[config.mk]
export PLATFORM = sky130hd
export DESIGN_NAME = double_ended_queue_unit
export DESIGN_NICKNAME = d
export VERILOG_FILES = /design/src/rtl/deq_pkg.sv /design/src/rtl/deq_ram.sv /design/src/rtl/double_ended_queue_unit.sv
export SDC_FILE = /design/constraint.sdc
export NUM_CORES = 1
export LEC_CHECK = 0
export BUFFER_PORTS_ARGS = -buffer_cell sky130_fd_sc_hd__buf_2
export CORE_ASPECT_RATIO = 1.5
export CORE_MARGIN = 5
export CORE_UTILIZATION = 51
export DETAILED_ROUTE_END_ITERATION = 7
export PLACE_DENSITY = 0.78
export SYNTH_ARGS = -nofsm -noshare
export SYNTH_HDL_FRONTEND = slang
export SYNTH_HIERARCHICAL = 1
export SYNTH_SLANG_ARGS = --single-unit
export TNS_END_PERCENT = 30
[constraint.sdc]
create_clock -name clk -period 13.7 [get_ports clk]
set_clock_uncertainty 0.1 [all_clocks]
set_input_delay 0.685 -clock clk [delete_from_list [all_inputs] [get_ports clk]]
set_output_delay 0.685 -clock clk [all_outputs]
set_load 0.1 [all_outputs]
[src/rtl/deq_pkg.sv]
// ----------------------------------------------------------------------------
// Double-ended queue package
// Request and result types, command and status codes, default ring depth.
// ----------------------------------------------------------------------------
package deq_pkg;

	// Default number of ring entries.
	localparam int DEPTH_DEF = 16;

	// Width of one stored value.
	localparam int DATA_W = 32;

	// Command codes.
	localparam logic [2:0] CMD_PUSH_FRONT = 3'd0;
	localparam logic [2:0] CMD_PUSH_REAR  = 3'd1;
	localparam logic [2:0] CMD_POP_FRONT  = 3'd2;
	localparam logic [2:0] CMD_POP_REAR   = 3'd3;
	localparam logic [2:0] CMD_LIST       = 3'd4;

	// Result status codes.
	localparam logic [1:0] STAT_OK    = 2'd0;
	localparam logic [1:0] STAT_EMPTY = 2'd1;
	localparam logic [1:0] STAT_FULL  = 2'd2;

	// One request.
	typedef struct packed {
		logic [2:0]               cmd;
		logic signed [DATA_W-1:0] push_value;
	} req_t;

	// One result.
	typedef struct packed {
		logic [1:0]               status;
		logic signed [DATA_W-1:0] item_value;
		logic                     last;
	} rsp_t;

endpackage

[src/rtl/deq_ram.sv]
// ----------------------------------------------------------------------------
// Double-ended queue ring memory
// One write port and one read port, read data registered.
// ----------------------------------------------------------------------------
module deq_ram #(
	parameter int DEPTH = deq_pkg::DEPTH_DEF
) (
	input  logic                             clk,
	input  logic                             we,
	input  logic [$clog2(DEPTH)-1:0]         waddr,
	input  logic signed [deq_pkg::DATA_W-1:0] wdata,
	input  logic                             re,
	input  logic [$clog2(DEPTH)-1:0]         raddr,
	output logic signed [deq_pkg::DATA_W-1:0] rdata
);
	import deq_pkg::*;

	logic signed [DATA_W-1:0] mem_q [DEPTH];
	logic signed [DATA_W-1:0] rdata_q;

	// Write port.
	always_ff @(posedge clk) begin
		if (we) begin
			mem_q[waddr] <= wdata;
		end
	end

	// Registered read port.
	always_ff @(posedge clk) begin
		if (re) begin
			rdata_q <= mem_q[raddr];
		end
	end

	assign rdata = rdata_q;

endmodule

[src/rtl/double_ended_queue_unit.sv]
// ----------------------------------------------------------------------------
// Double-ended queue unit
// Bounded deque of signed 32-bit values held in a ring memory, addressed by
// a head pointer and a fill count.
//
//   channel   signals               direction   handshake
//   request   start, busy, req      in          taken when start and not busy
//   result    done, rsp             out         each result valid for one cycle, no stall
//
// A push or pop request is taken in one cycle; its single result appears
// in the next cycle, and a new request may be taken in that same cycle.
// A list request produces one result per stored element, one per cycle,
// paced by the single memory read port; busy stays high until the final one.
// Reset clears the head pointer, the fill count and the control state; the
// ring memory holds no reset value, and an entry never written never reaches rsp.
// Results cannot be stalled by the receiver.
// ----------------------------------------------------------------------------
module double_ended_queue_unit #(
	parameter int DEPTH = deq_pkg::DEPTH_DEF
) (
	input  logic          clk,
	input  logic          arst_n,
	input  logic          start,
	input  deq_pkg::req_t req,
	output logic          busy,
	output logic          done,
	output deq_pkg::rsp_t rsp
);
	import deq_pkg::*;

	localparam int PTR_W = $clog2(DEPTH);
	localparam int CNT_W = $clog2(DEPTH + 1);
	localparam int SUM_W = PTR_W + 1;

	typedef enum logic [1:0] {
		S_IDLE = 2'b01,
		S_LIST = 2'b10
	} state_t;

	state_t             state_q, state_d;
	logic [PTR_W-1:0]   head_q, head_d;
	logic [CNT_W-1:0]   cnt_q, cnt_d;
	logic [PTR_W-1:0]   rd_ptr_q, rd_ptr_d;
	logic [PTR_W-1:0]   em_q, em_d;
	logic               done_q, done_d;
	logic               use_rd_q, use_rd_d;
	logic [1:0]         status_q, status_d;
	logic signed [DATA_W-1:0] value_q, value_d;

	logic               accept;
	logic               is_empty;
	logic               is_full;
	logic               list_last;
	logic [PTR_W-1:0]   head_m1;
	logic [PTR_W-1:0]   head_p1;
	logic [PTR_W-1:0]   rear_pos;
	logic [PTR_W-1:0]   last_pos;
	logic [PTR_W-1:0]   rd_ptr_p1;

	logic               ram_we;
	logic [PTR_W-1:0]   ram_waddr;
	logic               ram_re;
	logic [PTR_W-1:0]   ram_raddr;
	logic signed [DATA_W-1:0] ram_rdata;

	// Fold a position below twice the depth back into the ring.
	function automatic logic [PTR_W-1:0] wrap(input logic [SUM_W-1:0] s);
		logic [SUM_W-1:0] r;
		r = (s >= SUM_W'(DEPTH)) ? (s - SUM_W'(DEPTH)) : s;
		return r[PTR_W-1:0];
	endfunction

	// Queue status and ring positions.
	assign accept    = start && !busy;
	assign is_empty  = (cnt_q == '0);
	assign is_full   = (cnt_q == CNT_W'(DEPTH));
	assign list_last = (state_q == S_LIST) && ((CNT_W'(em_q) + CNT_W'(1)) == cnt_q);
	assign busy      = (state_q == S_LIST) && !list_last;

	assign head_m1   = (head_q == '0) ? PTR_W'(DEPTH - 1) : (head_q - PTR_W'(1));
	assign head_p1   = wrap(SUM_W'(head_q) + SUM_W'(1));
	assign rear_pos  = wrap(SUM_W'(head_q) + SUM_W'(cnt_q));
	assign last_pos  = wrap(SUM_W'(head_q) + SUM_W'(cnt_q) - SUM_W'(1));
	assign rd_ptr_p1 = wrap(SUM_W'(rd_ptr_q) + SUM_W'(1));

	// Request decode, memory access and next state.
	always_comb begin
		state_d   = state_q;
		head_d    = head_q;
		cnt_d     = cnt_q;
		rd_ptr_d  = rd_ptr_q;
		em_d      = em_q;
		done_d    = 1'b0;
		use_rd_d  = 1'b0;
		status_d  = STAT_OK;
		value_d   = req.push_value;
		ram_we    = 1'b0;
		ram_waddr = head_q;
		ram_re    = 1'b0;
		ram_raddr = rd_ptr_q;

		// A running list reads one element ahead of the one on the outputs.
		if (state_q == S_LIST) begin
			ram_re   = 1'b1;
			rd_ptr_d = rd_ptr_p1;
			em_d     = em_q + PTR_W'(1);
			if (list_last) begin
				state_d = S_IDLE;
			end
		end

		if (accept) begin
			unique case (req.cmd)
				CMD_PUSH_FRONT, CMD_PUSH_REAR: begin
					done_d = 1'b1;
					if (is_full) begin
						status_d = STAT_FULL;
						value_d  = '0;
					end else begin
						ram_we = 1'b1;
						cnt_d  = cnt_q + CNT_W'(1);
						if (req.cmd == CMD_PUSH_FRONT) begin
							ram_waddr = head_m1;
							head_d    = head_m1;
						end else begin
							ram_waddr = rear_pos;
						end
					end
				end
				CMD_POP_FRONT, CMD_POP_REAR: begin
					done_d = 1'b1;
					if (is_empty) begin
						status_d = STAT_EMPTY;
						value_d  = '0;
					end else begin
						ram_re   = 1'b1;
						use_rd_d = 1'b1;
						cnt_d    = cnt_q - CNT_W'(1);
						if (req.cmd == CMD_POP_FRONT) begin
							ram_raddr = head_q;
							head_d    = head_p1;
						end else begin
							ram_raddr = last_pos;
						end
					end
				end
				CMD_LIST: begin
					if (is_empty) begin
						done_d   = 1'b1;
						status_d = STAT_EMPTY;
						value_d  = '0;
					end else begin
						ram_re    = 1'b1;
						ram_raddr = head_q;
						rd_ptr_d  = head_p1;
						em_d      = '0;
						state_d   = S_LIST;
					end
				end
				default: begin
					// Unused codes are taken and dropped.
				end
			endcase
		end
	end

	// Control registers.
	always_ff @(posedge clk or negedge arst_n) begin
		if (!arst_n) begin
			state_q  <= S_IDLE;
			head_q   <= '0;
			cnt_q    <= '0;
			rd_ptr_q <= '0;
			em_q     <= '0;
			done_q   <= 1'b0;
			use_rd_q <= 1'b0;
		end else begin
			state_q  <= state_d;
			head_q   <= head_d;
			cnt_q    <= cnt_d;
			rd_ptr_q <= rd_ptr_d;
			em_q     <= em_d;
			done_q   <= done_d;
			use_rd_q <= use_rd_d;
		end
	end

	// Result payload registers.
	always_ff @(posedge clk) begin
		status_q <= status_d;
		value_q  <= value_d;
	end

	// Ring storage.
	deq_ram #(
		.DEPTH(DEPTH)
	) u_ram (
		.clk  (clk),
		.we   (ram_we),
		.waddr(ram_waddr),
		.wdata(req.push_value),
		.re   (ram_re),
		.raddr(ram_raddr),
		.rdata(ram_rdata)
	);

	// Result outputs: a list streams memory data, other requests use the
	// registered result.
	always_comb begin
		if (state_q == S_LIST) begin
			done           = 1'b1;
			rsp.status     = STAT_OK;
			rsp.item_value = ram_rdata;
			rsp.last       = list_last;
		end else begin
			done           = done_q;
			rsp.status     = status_q;
			rsp.item_value = use_rd_q ? ram_rdata : value_q;
			rsp.last       = 1'b1;
		end
	end

endmodule

==> flow_metrics.tcl <==
set metrics [dict create \
    synth_area_leaders "edfxtp_1 (70%), mux4_2 (12%), dfxtp_1 (2.9%)" \
    cts_resized 0 \
    synth-seq-cells 599 \
    syn-num-nets 1202 \
    finalSetupTns_ps 0 \
    yosysSeqAreaShare_pct 75.6 \
    drt_first_iter_violations 1194 \
    critPathSlowestCell "buf_4" \
    min_path_cells 2 \
    yosys.area.top_type "edfxtp_1" \
    worst_pin_slew_ps 1110 \
    grt_usage_pct 19.9 \
    p_per_area_nw_per_um2 226 \
    cap_violations 0 \
    grt_max_degree 67 \
    synth-edff-count 544 \
    die_y_um 271 \
    ys_dominant_reg_cell "edfxtp_1" \
    r2r_cells 10 \
    layout-drive-gt1-share_pct 29.0 \
    crit_chain "ha_1, o21ba_1, a221oi_2, o2111ai_4, a21oi_2, a22o_4, buf_4, mux4_2, a22oi_1, nand2_1" \
    leakagePower_nw 8.56 \
    cts_max_level 2 \
    synth.avg_cell_area_um2 20.2 \
    finalNonFillerCells 1872 \
    post-route-min-period_ps 4710 \
    start_kind "flip-flop" \
    wire_per_inst_um 26.3 \
    cts_inserted_buffers 51 \
    port_buffers 74 \
    crit_path_max_fanout 46 \
    synthDistinctLibCells 50 \
    max_stage_delay_ps 820 \
    drt_wl_total_um 49200 \
    globalplace.congestion 0.826 \
    hp-class "in2reg" \
    design_area_um2 26100 \
    drc 0 \
    synth.top_cell.area_share_pct 70.4 \
    antenna_left 0 \
    crit_path_end_kind "flip-flop" \
    holdBufCountCts 1 \
    dp_hpwl_um 24600 \
    synthTopCellsByCount "edfxtp_1 (544), mux4_2 (128), a22oi_1 (65)" \
    fmax_ghz 0.212 \
    path_delay_family "compound AO/OA/AOI/OAI gates" \
    post-route-period-util_pct 34.4 \
    start_util_pct 51.6 \
    root_buffer "clkbuf_16" \
    synth_warnings 6 \
    antenna_found_initial 3 \
    die_width_um 184 \
    clk_pin_slew_ps 70 \
    synth_area_um2 23200 \
    timing_worst_setup_path_type "reg2reg" \
    die-area_um2 49900 \
    arrival_ps 4930 \
    dpl_cell_area_um2 24400 \
    maxSlewHeadroom_pct 25.9 \
    hp-start "req[34]" \
    synthArstFlopShare_pct 3.51 \
    cts_tree "yes" \
    clock_latency_ps 580 \
    whs_endpoint "status_q[1]" \
    report.final.setup_viol 0 \
    synthCells 1150 \
    grt.overflow.total 0 \
    r2r-end "u_ram/rdata[15]" \
    num_vias 11200 \
    slew_violations 0 \
    cts_num_sinks 599 \
    areaGrowthSynthToFinish_pct 12.7 \
    coreArea_um2 44900 \
    yosys.cell_count.top_type "edfxtp_1" \
    outcome "completed" \
    r2r-start "em_q[0]" \
    whs_ps 301 \
    fin_nets 1299 \
    ios 75 \
    rsz0062_at_grt "false" \
    rows 95 \
    required_ps 13930 \
    r2r_slack_ps 8990 \
    first_pass_iters 5 \
    grt_pass1_wl_um 74400 \
    via_per_inst 6.00 \
    dp_cells 1775 \
    cts_setup_buffers 0 \
    irDropWorstVdd_v 0.000130 \
    path_buf_inv 1 \
    clockBufferDepth 3 \
    hold_violations 0 \
    grt_pass1_vias 11700 \
]
[area by class of cell]
type	count	area (µm²)
antenna	1	2.50
clock buffer	69	1400
clock inverter	26	317
fill	3123	18800
inverter	8	30.0
multi-input combinational	486	5540
sequential	599	17500
tap	582	728
timing repair buffer	101	576
[routing by layer]
metal,track usage [%],vias to the layer above,wire (µm)
met5,0,-,12
met4,5.59,2,1210
met3,2.93,79,3330
met2,35.2,447,26700
met1,25.6,5854,17900
li1,-,4857,-
[worst reg2reg max path: cells and delay by family, from the launching register on]
kind	cells	cell delay, ps
DFF	1	430
buffers and inverters	1	840
AOI/OAI and AO/OA	6	2030
and+or+nand+nor	1	90
adders and majority gates	1	290
muxes	1	690
[how the worst max path moves through the flow]
stage                     startpoint  cells after the start  slack, ps                 to
after floorplan              em_q[0]                      8       8490  u_ram/mem_q[0][0]
after global placement       em_q[0]                     10       8970    u_ram/rdata[10]
after detailed placement     em_q[0]                     10       8930    u_ram/rdata[13]
after CTS                    em_q[0]                     10       8900    u_ram/rdata[10]
after global routing        cnt_q[1]                     10       8550    u_ram/rdata[15]
final                        em_q[0]                     10       8990    u_ram/rdata[15]
[layout by cell type (no fill, tap or decap), drive strengths merged, types with 2 or more instances in the layout]
| master | instances |
|---|---|
| buf | 100 |
| and2 | 35 |
| fa | 2 |
| bufinv | 6 |
| a21oi | 22 |
| o211ai | 2 |
| nand3b | 5 |
| nor2 | 30 |
| nand2b | 8 |
| nor4 | 2 |
| nor3 | 8 |
| clkinv | 14 |
| clkinvlp | 3 |
| edfxtp | 544 |
| inv | 11 |
| nor2b | 3 |
| dfrtp | 20 |
| mux2i | 3 |
| o21ai | 16 |
| a22oi | 65 |
| mux2 | 36 |
| or3 | 2 |
| a21o | 4 |
| ha | 12 |
| a22o | 3 |
| dfxtp | 34 |
| xnor2 | 19 |
| clkbuf | 69 |
| nand2 | 56 |
| xor2 | 6 |
| nand3 | 7 |
| mux4 | 128 |
[report_power, final]
part	switching, mW	internal (mW)
registers	0.0854	2.18
logic	1.40	0.779
clock network	0.631	0.839
total	2.12	3.79
[cell families (layout without fill, tap and decap cells)]
group                      count (synthesis)  after routing  synth area share, %
xor gates and xnor gates                  25             25                0.944
other                                      0              1                    0
and+or+nand+nor                          162            162                 3.44
adders and majority gates                 14             14                0.820
buffers and inverters                     65            204                 1.25
DFF                                      599            599                 75.6
muxes                                    167            167                 14.3
AOI/OAI and AO/OA                        118            118                 3.63
[registers in the layout, indices dropped and copies added (netlist names)]
signal,flops
em_q,4
cnt_q,5
state_q,2
use_rd_q,1
rd_ptr_q,4
head_q,4
u_ram/mem_q,512
value_q,32
status_q,2
done_q,1
u_ram/rdata,32
[through the flow]
| stage | setup WS [ps] | util [%] | power, mW |
|---|---|---|---|
| floorplan | 8490 | - | 3.99 |
| global placement | 8970 | 54.3 | 4.45 |
| detailed placement | 8930 | 54.3 | 4.49 |
| CTS | 8900 | 58.2 | 5.97 |
| global route | 8550 | 58.2 | 6.18 |
| finish | 8990 | 58.2 | 5.91 |
Note: power is estimated with default switching activity, not from simulation.
